$ cat src/rtl/assert_macros.svh
// Assertion macros shared by the level-of-detail selector RTL.
// Expects signals named clk and rst_n in the including module's scope.
`ifndef ASSERT_MACROS_SVH
`define ASSERT_MACROS_SVH

// Checked only outside reset
`define LOD_ASSERT(lbl, prop, msg) \
    lbl: assert property (@(posedge clk) disable iff (!rst_n) prop) \
        else $error(msg);

// Checked at every edge, reset included
`define LOD_ASSERT_ALWAYS(lbl, prop, msg) \
    lbl: assert property (@(posedge clk) prop) \
        else $error(msg);

`endif

$ cat src/rtl/lod_pkg.sv
// Shared types and constants of the level-of-detail selector.
// No dependencies; used by every module of the block.
package lod_pkg;

    localparam int COORD_W  = 32;
    localparam int DIST_W   = 52;
    localparam int PROD_W   = 64;
    localparam int ACC_W    = 66;
    localparam int KTHR_W   = 55;
    localparam int LEVEL_W  = 3;
    localparam int RLEVEL_W = 4;

    localparam int APB_ADDR_W = 6;
    localparam int APB_DATA_W = 64;

    // Screen scale breakpoints, Q16.16
    localparam logic [COORD_W-1:0] SCALE_THIRTYSECOND = 32'd2048;
    localparam logic [COORD_W-1:0] SCALE_SIXTEENTH    = 32'd4096;

    // Register indexes
    localparam logic [2:0] REG_VISIBLE_LIMIT = 3'd0;
    localparam logic [2:0] REG_LEVEL_COUNT   = 3'd1;
    localparam logic [2:0] REG_THRESHOLD_ONE = 3'd2;

    // Detail factor k/4
    typedef logic [1:0] factor_t;
    localparam factor_t FACTOR_HALF  = 2'd0;
    localparam factor_t FACTOR_THREE = 2'd1;
    localparam factor_t FACTOR_ONE   = 2'd2;

    // Axis select for the shared multiplier
    typedef logic [1:0] axis_t;
    localparam axis_t AXIS_X = 2'd0;
    localparam axis_t AXIS_Y = 2'd1;
    localparam axis_t AXIS_Z = 2'd2;

    // Selection outcome
    typedef logic [1:0] outcome_t;
    localparam outcome_t OUTCOME_INVISIBLE = 2'd0;
    localparam outcome_t OUTCOME_MATCH     = 2'd1;
    localparam outcome_t OUTCOME_FALLBACK  = 2'd2;

    localparam logic signed [RLEVEL_W-1:0] LEVEL_INVISIBLE = -4'sd1;

    typedef struct packed {
        logic signed [COORD_W-1:0] camera_x;
        logic signed [COORD_W-1:0] camera_y;
        logic signed [COORD_W-1:0] camera_z;
        logic signed [COORD_W-1:0] object_x;
        logic signed [COORD_W-1:0] object_y;
        logic signed [COORD_W-1:0] object_z;
        logic        [COORD_W-1:0] screen_scale;
    } item_t;

    typedef struct packed {
        logic        [DIST_W-1:0]   distance_squared;
        logic                       is_visible;
        logic signed [RLEVEL_W-1:0] reported_level;
        logic                       mesh_switched;
        logic        [LEVEL_W-1:0]  mesh_in_use;
    } result_t;

    typedef struct packed {
        logic               load;
        logic               mul_en;
        axis_t              mul_sel;
        logic               acc_en;
        logic               vis_en;
        logic               write;
        outcome_t           outcome;
        logic [LEVEL_W-1:0] level;
    } dp_cmd_t;

    typedef struct packed {
        logic visible;
        logic hit;
        logic out_free;
    } dp_status_t;

endpackage

$ cat src/rtl/lod_cfg.sv
// APB register file: visibility limit, level count and threshold memory.
// Depends on lod_pkg; threshold read port feeds the datapath level walk.
module lod_cfg import lod_pkg::*; #(
    parameter int MAX_LEVELS = 6
) (
    input  logic                  clk,
    input  logic                  rst_n,
    input  logic                  psel,
    input  logic                  penable,
    input  logic                  pwrite,
    input  logic [APB_ADDR_W-1:0] paddr,
    input  logic [APB_DATA_W-1:0] pwdata,
    output logic [APB_DATA_W-1:0] prdata,
    output logic                  pready,
    input  logic [LEVEL_W-1:0]    rd_level,
    output logic [DIST_W-1:0]     visible_limit,
    output logic [LEVEL_W-1:0]    level_count,
    output logic [DIST_W-1:0]     threshold
);

    localparam int AW = (MAX_LEVELS > 1) ? $clog2(MAX_LEVELS) : 1;

    logic [2:0]           idx;
    logic [2:0]           thr_idx;
    logic                 thr_in_range;
    logic                 wr;
    logic                 apb_setup;
    logic [AW-1:0]        a_addr;
    logic [AW-1:0]        b_addr;

    logic [DIST_W-1:0]    visible_limit_reg;
    logic [LEVEL_W-1:0]   level_count_reg;
    logic [MAX_LEVELS-1:0] thr_vld_reg;
    logic [DIST_W-1:0]    thr_mem [MAX_LEVELS];
    logic [DIST_W-1:0]    thr_a_reg;
    logic [DIST_W-1:0]    thr_b_reg;
    logic                 thr_a_vld_reg;
    logic                 thr_b_vld_reg;
    logic [2:0]           a_idx_reg;

    assign pready       = 1'b1;
    assign idx          = paddr[5:3];
    assign thr_idx      = idx - REG_THRESHOLD_ONE;
    assign thr_in_range = (idx >= REG_THRESHOLD_ONE) && (thr_idx < 3'(MAX_LEVELS));
    assign wr           = psel && penable && pwrite;
    assign apb_setup    = psel && !penable;
    assign a_addr       = thr_in_range ? AW'(thr_idx) : '0;
    assign b_addr       = (rd_level == '0) ? '0 : AW'(rd_level - 3'd1);

    // Scalar registers
    always_ff @(posedge clk or negedge rst_n)
    begin
        if (!rst_n)
        begin
            visible_limit_reg <= '0;
            level_count_reg   <= '0;
        end
        else if (wr)
        begin
            if (idx == REG_VISIBLE_LIMIT)
                visible_limit_reg <= pwdata[DIST_W-1:0];
            if (idx == REG_LEVEL_COUNT)
                level_count_reg <= pwdata[LEVEL_W-1:0];
        end
    end

    // Per-entry written flags; an unwritten threshold reads as zero
    always_ff @(posedge clk or negedge rst_n)
    begin
        if (!rst_n)
            thr_vld_reg <= '0;
        else if (wr && thr_in_range)
            thr_vld_reg[a_addr] <= 1'b1;
    end

    // Threshold memory: one write port, two registered read ports
    always_ff @(posedge clk)
    begin
        if (wr && thr_in_range)
            thr_mem[a_addr] <= pwdata[DIST_W-1:0];
        thr_b_reg     <= thr_mem[b_addr];
        thr_b_vld_reg <= thr_vld_reg[b_addr];
        if (apb_setup)
        begin
            thr_a_reg     <= thr_mem[a_addr];
            thr_a_vld_reg <= thr_vld_reg[a_addr] && thr_in_range;
        end
    end

    // Read index captured in the setup phase
    always_ff @(posedge clk or negedge rst_n)
    begin
        if (!rst_n)
            a_idx_reg <= REG_VISIBLE_LIMIT;
        else if (apb_setup)
            a_idx_reg <= idx;
    end

    // Read data mux
    always_comb
    begin
        unique case (a_idx_reg)
            REG_VISIBLE_LIMIT: prdata = APB_DATA_W'(visible_limit_reg);
            REG_LEVEL_COUNT:   prdata = APB_DATA_W'(level_count_reg);
            default:           prdata = thr_a_vld_reg ? APB_DATA_W'(thr_a_reg) : '0;
        endcase
    end

    assign visible_limit = visible_limit_reg;
    assign level_count   = level_count_reg;
    assign threshold     = thr_b_vld_reg ? thr_b_reg : '0;

endmodule

$ cat src/rtl/lod_dp.sv
// Datapath: abs differences, shared squarer, distance accumulator, level compare,
// mesh state and result register. Depends on lod_pkg and assert_macros.svh.
`include "assert_macros.svh"
module lod_dp import lod_pkg::*; #(
    parameter int MAX_LEVELS = 6
) (
    input  logic                clk,
    input  logic                rst_n,
    input  item_t               item,
    input  dp_cmd_t             cmd,
    output dp_status_t          st,
    input  logic [DIST_W-1:0]   visible_limit,
    input  logic [DIST_W-1:0]   threshold,
    output logic                result_valid,
    input  logic                result_ready,
    output result_t             result
);

    function automatic logic [COORD_W-1:0] abs_diff(input logic [COORD_W-1:0] a,
                                                     input logic [COORD_W-1:0] b);
        logic [COORD_W:0] d;
        logic [COORD_W:0] m;
        d = {a[COORD_W-1], a} - {b[COORD_W-1], b};
        m = d[COORD_W] ? (~d + 1'b1) : d;
        return m[COORD_W-1:0];
    endfunction

    logic [COORD_W-1:0]  ad_reg [3];
    factor_t             factor_reg;
    logic [PROD_W-1:0]   prod_reg;
    logic [ACC_W-1:0]    acc_reg;
    logic                vis_reg;
    logic [LEVEL_W-1:0]  cur_mesh_reg;
    logic [RLEVEL_W-1:0] last_level_reg;
    logic                res_valid_reg;
    result_t             res_reg;

    logic [DIST_W-1:0]   dist_sq;
    logic [KTHR_W-1:0]   kthr;
    logic [KTHR_W-1:0]   dist4;
    logic [COORD_W-1:0]  mul_op;
    logic [LEVEL_W-1:0]  cur_mesh_next;
    logic [RLEVEL_W-1:0] last_level_next;
    logic                switched;
    factor_t             factor_in;

    // Detail factor from screen scale
    always_comb
    begin
        if (item.screen_scale <= SCALE_THIRTYSECOND)
            factor_in = FACTOR_HALF;
        else if (item.screen_scale <= SCALE_SIXTEENTH)
            factor_in = FACTOR_THREE;
        else
            factor_in = FACTOR_ONE;
    end

    // Capture on transfer
    always_ff @(posedge clk)
    begin
        if (cmd.load)
        begin
            ad_reg[AXIS_X] <= abs_diff(item.camera_x, item.object_x);
            ad_reg[AXIS_Y] <= abs_diff(item.camera_y, item.object_y);
            ad_reg[AXIS_Z] <= abs_diff(item.camera_z, item.object_z);
            factor_reg     <= factor_in;
        end
    end

    // Shared squarer and accumulator
    assign mul_op = ad_reg[cmd.mul_sel];

    always_ff @(posedge clk)
    begin
        if (cmd.mul_en)
            prod_reg <= mul_op * mul_op;
        if (cmd.load)
            acc_reg <= '0;
        else if (cmd.acc_en)
            acc_reg <= acc_reg + ACC_W'(prod_reg);
    end

    assign dist_sq = DIST_W'(acc_reg[ACC_W-1:16]);

    // Visibility
    always_ff @(posedge clk)
    begin
        if (cmd.vis_en)
            vis_reg <= (visible_limit == '0) || (dist_sq < visible_limit);
    end

    // Level test: k * threshold < 4 * distance
    always_comb
    begin
        case (factor_reg)
            FACTOR_HALF:  kthr = KTHR_W'(threshold) << 1;
            FACTOR_THREE: kthr = KTHR_W'(threshold) + (KTHR_W'(threshold) << 1);
            default:      kthr = KTHR_W'(threshold) << 2;
        endcase
        dist4 = KTHR_W'(dist_sq) << 2;
    end

    assign st.visible  = vis_reg;
    assign st.hit      = kthr < dist4;
    assign st.out_free = !res_valid_reg || result_ready;

    // Mesh state update
    always_comb
    begin
        cur_mesh_next   = cur_mesh_reg;
        last_level_next = last_level_reg;
        switched        = 1'b0;
        case (cmd.outcome)
            OUTCOME_INVISIBLE:
                last_level_next = LEVEL_INVISIBLE;
            OUTCOME_MATCH:
                if (cmd.level != cur_mesh_reg)
                begin
                    cur_mesh_next   = cmd.level;
                    last_level_next = RLEVEL_W'(cmd.level);
                    switched        = 1'b1;
                end
            OUTCOME_FALLBACK:
            begin
                cur_mesh_next   = '0;
                last_level_next = '0;
                switched        = 1'b1;
            end
            default: ;
        endcase
    end

    always_ff @(posedge clk or negedge rst_n)
    begin
        if (!rst_n)
        begin
            cur_mesh_reg   <= '0;
            last_level_reg <= '0;
            res_valid_reg  <= 1'b0;
        end
        else
        begin
            if (cmd.write)
            begin
                cur_mesh_reg   <= cur_mesh_next;
                last_level_reg <= last_level_next;
                res_valid_reg  <= 1'b1;
            end
            else if (result_ready)
                res_valid_reg <= 1'b0;
        end
    end

    // Output register
    always_ff @(posedge clk)
    begin
        if (cmd.write)
        begin
            res_reg.distance_squared <= dist_sq;
            res_reg.is_visible       <= vis_reg;
            res_reg.reported_level   <= last_level_next;
            res_reg.mesh_switched    <= switched;
            res_reg.mesh_in_use      <= cur_mesh_next;
        end
    end

    assign result_valid = res_valid_reg;
    assign result       = res_reg;

    `LOD_ASSERT(a_switch_visible, (res_valid_reg && res_reg.mesh_switched) |-> res_reg.is_visible, "switch on invisible object")
    `LOD_ASSERT(a_invisible_level, (res_valid_reg && !res_reg.is_visible) |-> (res_reg.reported_level == LEVEL_INVISIBLE), "invisible object without level -1")
    `LOD_ASSERT(a_mesh_range, cur_mesh_reg <= 3'(MAX_LEVELS), "mesh in use beyond level range")

endmodule

$ cat src/rtl/lod_ctrl.sv
// Controller: sequences capture, squaring, visibility, level walk and result write.
// Depends on lod_pkg and assert_macros.svh; drives lod_dp and the threshold read.
`include "assert_macros.svh"
module lod_ctrl import lod_pkg::*; #(
    parameter int MAX_LEVELS = 6
) (
    input  logic               clk,
    input  logic               rst_n,
    input  logic               item_valid,
    output logic               item_ready,
    input  logic [LEVEL_W-1:0] level_count,
    output logic [LEVEL_W-1:0] rd_level,
    output dp_cmd_t            cmd,
    input  dp_status_t         st
);

    localparam logic [2:0] S_IDLE = 3'd0;
    localparam logic [2:0] S_MUL0 = 3'd1;
    localparam logic [2:0] S_MUL1 = 3'd2;
    localparam logic [2:0] S_MUL2 = 3'd3;
    localparam logic [2:0] S_ACC  = 3'd4;
    localparam logic [2:0] S_VIS  = 3'd5;
    localparam logic [2:0] S_WALK = 3'd6;
    localparam logic [2:0] S_DONE = 3'd7;

    logic [2:0]         state_reg,   state_next;
    logic [LEVEL_W-1:0] lvl_reg,     lvl_next;
    outcome_t           outcome_reg, outcome_next;
    logic [LEVEL_W-1:0] level_reg,   level_next;
    logic [LEVEL_W-1:0] count_sat;

    assign count_sat = (level_count > 3'(MAX_LEVELS)) ? 3'(MAX_LEVELS) : level_count;

    always_ff @(posedge clk or negedge rst_n)
    begin
        if (!rst_n)
        begin
            state_reg   <= S_IDLE;
            lvl_reg     <= '0;
            outcome_reg <= OUTCOME_INVISIBLE;
            level_reg   <= '0;
        end
        else
        begin
            state_reg   <= state_next;
            lvl_reg     <= lvl_next;
            outcome_reg <= outcome_next;
            level_reg   <= level_next;
        end
    end

    // Next state and commands
    always_comb
    begin
        state_next   = state_reg;
        lvl_next     = lvl_reg;
        outcome_next = outcome_reg;
        level_next   = level_reg;
        item_ready   = 1'b0;
        rd_level     = lvl_reg;
        cmd          = '0;
        cmd.outcome  = outcome_reg;
        cmd.level    = level_reg;

        unique case (state_reg)
            S_IDLE:
            begin
                item_ready = 1'b1;
                if (item_valid)
                begin
                    cmd.load   = 1'b1;
                    state_next = S_MUL0;
                end
            end
            S_MUL0:
            begin
                cmd.mul_en  = 1'b1;
                cmd.mul_sel = AXIS_X;
                state_next  = S_MUL1;
            end
            S_MUL1:
            begin
                cmd.mul_en  = 1'b1;
                cmd.mul_sel = AXIS_Y;
                cmd.acc_en  = 1'b1;
                state_next  = S_MUL2;
            end
            S_MUL2:
            begin
                cmd.mul_en  = 1'b1;
                cmd.mul_sel = AXIS_Z;
                cmd.acc_en  = 1'b1;
                state_next  = S_ACC;
            end
            S_ACC:
            begin
                cmd.acc_en = 1'b1;
                state_next = S_VIS;
            end
            S_VIS:
            begin
                // Visibility compare; fetch threshold of the top level
                cmd.vis_en = 1'b1;
                rd_level   = count_sat;
                lvl_next   = count_sat;
                state_next = S_WALK;
            end
            S_WALK:
            begin
                // One level per cycle, highest first
                rd_level = (lvl_reg == '0) ? '0 : lvl_reg - 3'd1;
                if (!st.visible)
                begin
                    outcome_next = OUTCOME_INVISIBLE;
                    state_next   = S_DONE;
                end
                else if (lvl_reg == '0)
                begin
                    outcome_next = OUTCOME_FALLBACK;
                    state_next   = S_DONE;
                end
                else if (st.hit)
                begin
                    outcome_next = OUTCOME_MATCH;
                    level_next   = lvl_reg;
                    state_next   = S_DONE;
                end
                else if (lvl_reg == 3'd1)
                begin
                    outcome_next = OUTCOME_FALLBACK;
                    state_next   = S_DONE;
                end
                else
                    lvl_next = lvl_reg - 3'd1;
            end
            S_DONE:
            begin
                if (st.out_free)
                begin
                    cmd.write  = 1'b1;
                    state_next = S_IDLE;
                end
            end
            default:
                state_next = S_IDLE;
        endcase
    end

    `LOD_ASSERT(a_walk_range, (state_reg == S_WALK) |-> (lvl_reg <= 3'(MAX_LEVELS)), "walk level out of range")
    `LOD_ASSERT(a_write_free, cmd.write |-> st.out_free, "result written over pending transfer")
    `LOD_ASSERT(a_square_seq, (state_reg == S_MUL0) |=> ##2 (state_reg == S_ACC), "squaring sequence broken")

endmodule

$ cat src/rtl/distance_lod_selector_unit.sv
// Top level of the distance-based level-of-detail selector.
// Depends on lod_pkg, lod_cfg, lod_ctrl and lod_dp.
//
// One item at a time: from transfer to result an item goes through the
// squaring of the three axis differences on a single shared 32x32 multiplier
// and its accumulator, the visibility compare, the level walk (one detail
// level tested at a time, down from level_count capped at MAX_LEVELS; it
// ends with no level tested when the object is invisible or no levels are
// in use), and the load of the output register. The input is ready again
// as soon as the result is loaded, even while that result still waits on
// result_ready; the load waits for the output register to be free. Registers
// sit at byte address 8*index on the 64-bit APB port; the user ensures they
// are written only while the block is idle, which the block does not enforce.
module distance_lod_selector_unit import lod_pkg::*; #(
    parameter int MAX_LEVELS = 6
) (
    input  logic                  clk,
    input  logic                  rst_n,
    input  logic                  item_valid,
    output logic                  item_ready,
    input  item_t                 item,
    output logic                  result_valid,
    input  logic                  result_ready,
    output result_t               result,
    input  logic                  psel,
    input  logic                  penable,
    input  logic                  pwrite,
    input  logic [APB_ADDR_W-1:0] paddr,
    input  logic [APB_DATA_W-1:0] pwdata,
    output logic [APB_DATA_W-1:0] prdata,
    output logic                  pready
);

    logic [DIST_W-1:0]  visible_limit;
    logic [LEVEL_W-1:0] level_count;
    logic [DIST_W-1:0]  threshold;
    logic [LEVEL_W-1:0] rd_level;
    dp_cmd_t            cmd;
    dp_status_t         st;

    lod_cfg #(
        .MAX_LEVELS(MAX_LEVELS)
    ) u_cfg (
        .clk           (clk),
        .rst_n         (rst_n),
        .psel          (psel),
        .penable       (penable),
        .pwrite        (pwrite),
        .paddr         (paddr),
        .pwdata        (pwdata),
        .prdata        (prdata),
        .pready        (pready),
        .rd_level      (rd_level),
        .visible_limit (visible_limit),
        .level_count   (level_count),
        .threshold     (threshold)
    );

    lod_ctrl #(
        .MAX_LEVELS(MAX_LEVELS)
    ) u_ctrl (
        .clk         (clk),
        .rst_n       (rst_n),
        .item_valid  (item_valid),
        .item_ready  (item_ready),
        .level_count (level_count),
        .rd_level    (rd_level),
        .cmd         (cmd),
        .st          (st)
    );

    lod_dp #(
        .MAX_LEVELS(MAX_LEVELS)
    ) u_dp (
        .clk           (clk),
        .rst_n         (rst_n),
        .item          (item),
        .cmd           (cmd),
        .st            (st),
        .visible_limit (visible_limit),
        .threshold     (threshold),
        .result_valid  (result_valid),
        .result_ready  (result_ready),
        .result        (result)
    );

endmodule
$ cat config.mk
export PLATFORM = sky130hd
export DESIGN_NAME = distance_lod_selector_unit
export DESIGN_NICKNAME = d
export VERILOG_FILES = /design/src/rtl/lod_pkg.sv /design/src/rtl/lod_cfg.sv /design/src/rtl/lod_dp.sv /design/src/rtl/lod_ctrl.sv /design/src/rtl/distance_lod_selector_unit.sv
export VERILOG_INCLUDE_DIRS = /design/src /design/src/rtl
export SDC_FILE = /design/constraint.sdc
export NUM_CORES = 2
export LEC_CHECK = 0
export BUFFER_PORTS_ARGS = -buffer_cell sky130_fd_sc_hd__buf_4
export CAP_MARGIN = 15
export CORE_ASPECT_RATIO = 0.75
export CORE_MARGIN = 2
export CORE_UTILIZATION = 45
export CTS_BUF_LIST = sky130_fd_sc_hd__clkbuf_4 sky130_fd_sc_hd__clkbuf_8
export DETAILED_ROUTE_END_ITERATION = 12
export PLACE_DENSITY_LB_ADDON = 0.12
export SLEW_MARGIN = 0
export SYNTH_ARGS = -nofsm -noshare
export SYNTH_HDL_FRONTEND = slang
export SYNTH_HIERARCHICAL = 1
export SYNTH_SLANG_ARGS = --single-unit
$ cat constraint.sdc
create_clock -name clk -period 11.6 [get_ports clk]
set_clock_uncertainty 0.15 [all_clocks]
set_input_delay 1.16 -clock clk [delete_from_list [all_inputs] [get_ports clk]]
set_output_delay 1.16 -clock clk [all_outputs]
set_load 0.03 [all_outputs]
==> metrics.md <==
| Metric | Value |
|---|---|
| Status | finished, final reports clean |
| Sequential fraction of the synthesis area | 0.277 |
| Worst Setup End Kind | flop |
| Leading area contributor after synthesis | edfxtp_1 |
| H-Tree Level Count | 4 |
| Cts bufs inserted | roughly 140 |
| DRT iter0 DRCs | between 5,000 and 6,000 |
| Initial antenna violation count | 11 |
| Area Growth Syn to Fin | 11.0% |
| Setup_tns | 0 ns |
| Clk root buf | clkbuf_8 |
| Drt first pass iters | 5 |
| Post-Syn Area | approximately 0.08 mm2 |
| Most common cell in the netlist | inv_1 |
| Synthesis Warnings | 6 |
| Most common cell on crit path | fa_1 |
| Worst path bufs/invs | 7 |
| Ys async rst share | 0.105 |
| Final instance area | between 0.08 and 0.09 mm2 |
| Largest register FFs | about 310 |
| Seq cells post-synth | 788 |
| Slew headroom | 0.183 |
| Yosys top cell area share | 0.221 |
| Vias/cell | ~5.6 |
| Global route overflow | 0 |
| GRT Resource Usage Total | 0.284 |
| CTS Sinks | 788 |
| IO Count | roughly 430 |
| Worst setup SP type | flop |
| Die area | ~0.18 mm2 |
| Via count | a little over 60,000 |
| # setup viols final | 0 |
| RSZ-0062 raised after global routing | no |
| ANT nets after route | 0 |
| Placer Congestion | between 0.9 and 1 |
| Synth area leaders | edfxtp_1 22%, fa_1 20%, ha_1 9.6% |
| Largest net degree at the start of global routing | 93 |
| Die Span X | a little under 500 um |
| Initial Utilization | 0.454 |
| Cell row count | between 100 and 150 |
| Final Hold Viols | 0 |
| Die span in y | 368 um |
| Worst skew pair latency | a little under 0.9 ns |
| Min Tclk post-route | approximately 11 ns |
| Most common library cells after synthesis | 1,295 x inv_1, 796 x fa_1, 610 x nand2_1, 609 x ha_1, 586 x edfxtp_1 |
| IO buf count | between 300 and 400 |
| Dpl hpwl | 196,000 um |
| Slew Viols, Final | 0 |
| Worst Path Arrival | roughly 12 ns |
| Fillers | 16,234 |
| CP max stage delay | roughly 0.8 ns |
| Max clock buf depth | 3 |
| Layout cells sized above 1 | 0.134 |
| CTS clk-pin slew, worst paths | about 0.06 ns |
| Top_reg_cell synth | edfxtp_1 |
| Worst-Margin Slew | ~1.2 ns |
| Dpl ws | slightly below 0.6 ns |
| Max FO, Critical Path | 32 |
| CP max stage cell | o21a_1 |
| Type of the most critical hold path | primary input to asynchronous set/reset pin |
| Library cells used by synthesis | 120 |
| Fmax | between 80 and 90 MHz |
| DR WL/cell | approximately 23 um |
| WL final | ~260,000 um |
| Max Cap Viol | 0 |
| Number of global-route vias before repair | slightly above 60,000 |
| Area of the multi-input gates | ~0.051 mm2 |
| CP delay by family, top | adder cells |
| First-pass GRT wire length | 386,000 um |
| Core area | ~0.18 mm2 |
| WP data required | between 10 and 15 ns |
| Post-DP Area | between 0.08 and 0.09 mm2 |
| CTS Hold Bufs | 0 |
| Post-synth EDFFs | slightly below 600 |
| Post-Synthesis Cells | 8,123 |
| TritonCTS clock tree | built |
| # nets final | 10,189 |
| Post-CTS setup buffer count | 0 |
| Tcrit/Tclk final | 0.964 |
| Synthesized area per cell | between 9 and 10 um2 |
| Register area | 0.0221 mm2 |
| Final worst slack | ~0.42 ns |
| Residual DRC | 0 |
| CP Class | flop to flop |
[area by class of cell]
class | instances | area share
clock inverters | 60 | 0.00457
well taps | 2362 | 0.0334
clock buffers | 192 | 0.0266
multi-input cells | 5668 | 0.580
repair buffers | 582 | 0.0498
flip-flops and latches | 788 | 0.250
diodes | 3 | 0.0000849
inverters | 1306 | 0.0555
[repair_timing]
item,CTS,global route
setup endpoints to repair,0,4
hold endpoints to repair,0,0
gates resized for setup,0,2
[kinds of logic after synthesis]
kind of cell / Yosys count / share of synthesized area
muxes: 413 / 0.0608
DFF: 788 / 0.277
other: 3 / 0.000141
AOI/OAI and AO/OA: 1671 / 0.140
and+or+nand+nor: 1807 / 0.105
adders and majority gates: 1405 / 0.296
xor gates and xnor gates: 357 / 0.0395
buffers and inverters: 1679 / 0.0818
[layer usage]
metal,vias to the layer above,routed length (um),GRT usage
met5,-,20,0
met4,2,4500,0.0619
met3,286,24600,0.0673
met2,2422,107000,0.407
met1,30877,120000,0.430
li1,28285,-,-
[final timing paths]
check                                startpoint  cells after the start                      end  slack (ns)
min in group clk           u_cfg/thr_vld_reg[4]                      1     u_cfg/thr_vld_reg[4]        0.34
min reg2reg                u_cfg/thr_vld_reg[4]                      1     u_cfg/thr_vld_reg[4]        0.34
max reg2reg                 u_ctrl/state_reg[2]                     30        u_dp/prod_reg[63]        0.42
max                         u_ctrl/state_reg[2]                     30        u_dp/prod_reg[63]        0.42
min                                       rst_n                      1  u_cfg/visible_limit[42]        0.08
max in group asynchronous                 rst_n                      2   u_cfg/visible_limit[7]        9.87
[worst register-to-register path, delay by kind of cell (launching register included)]
family | cells | cell delay, ns
AO/OA/AOI/OAI | 8 | 2.71
XOR/XNOR | 1 | 0.17
adder cells (fa/ha/maj) | 9 | 4.47
buffers and inverters | 7 | 0.93
flip-flops | 1 | 0.63
multiplexers | 1 | 0.76
AND/OR/NAND/NOR | 4 | 1.11
[cells in the final DEF, fill, tap and decap left out, types with 151 or more instances in the layout]
| cell type | instances |
|---|---|
| nor2_1 | 548 |
| inv_1 | 1294 |
| xnor2_1 | 224 |
| ha_1 | 607 |
| buf_4 | 579 |
| edfxtp_1 | 586 |
| o21ai_0 | 253 |
| nand2_1 | 608 |
| fa_1 | 796 |
| a21o_1 | 215 |
| a21oi_1 | 432 |
| mux2i_1 | 186 |
| mux2_2 | 151 |
[stage by stage]
stage	hold WS (ns)	utilization	cells
after floorplan	0.278	-	8135
after global placement	0.319	0.488	10705
after detailed placement	0.323	0.488	10705
after CTS	0.00307	0.503	10957
after global routing	0.0504	0.503	10961
final	0.0804	0.503	10961
Power is not shown: default switching activity piles up to over one toggle a cycle in this logic, so the estimate is an artifact.
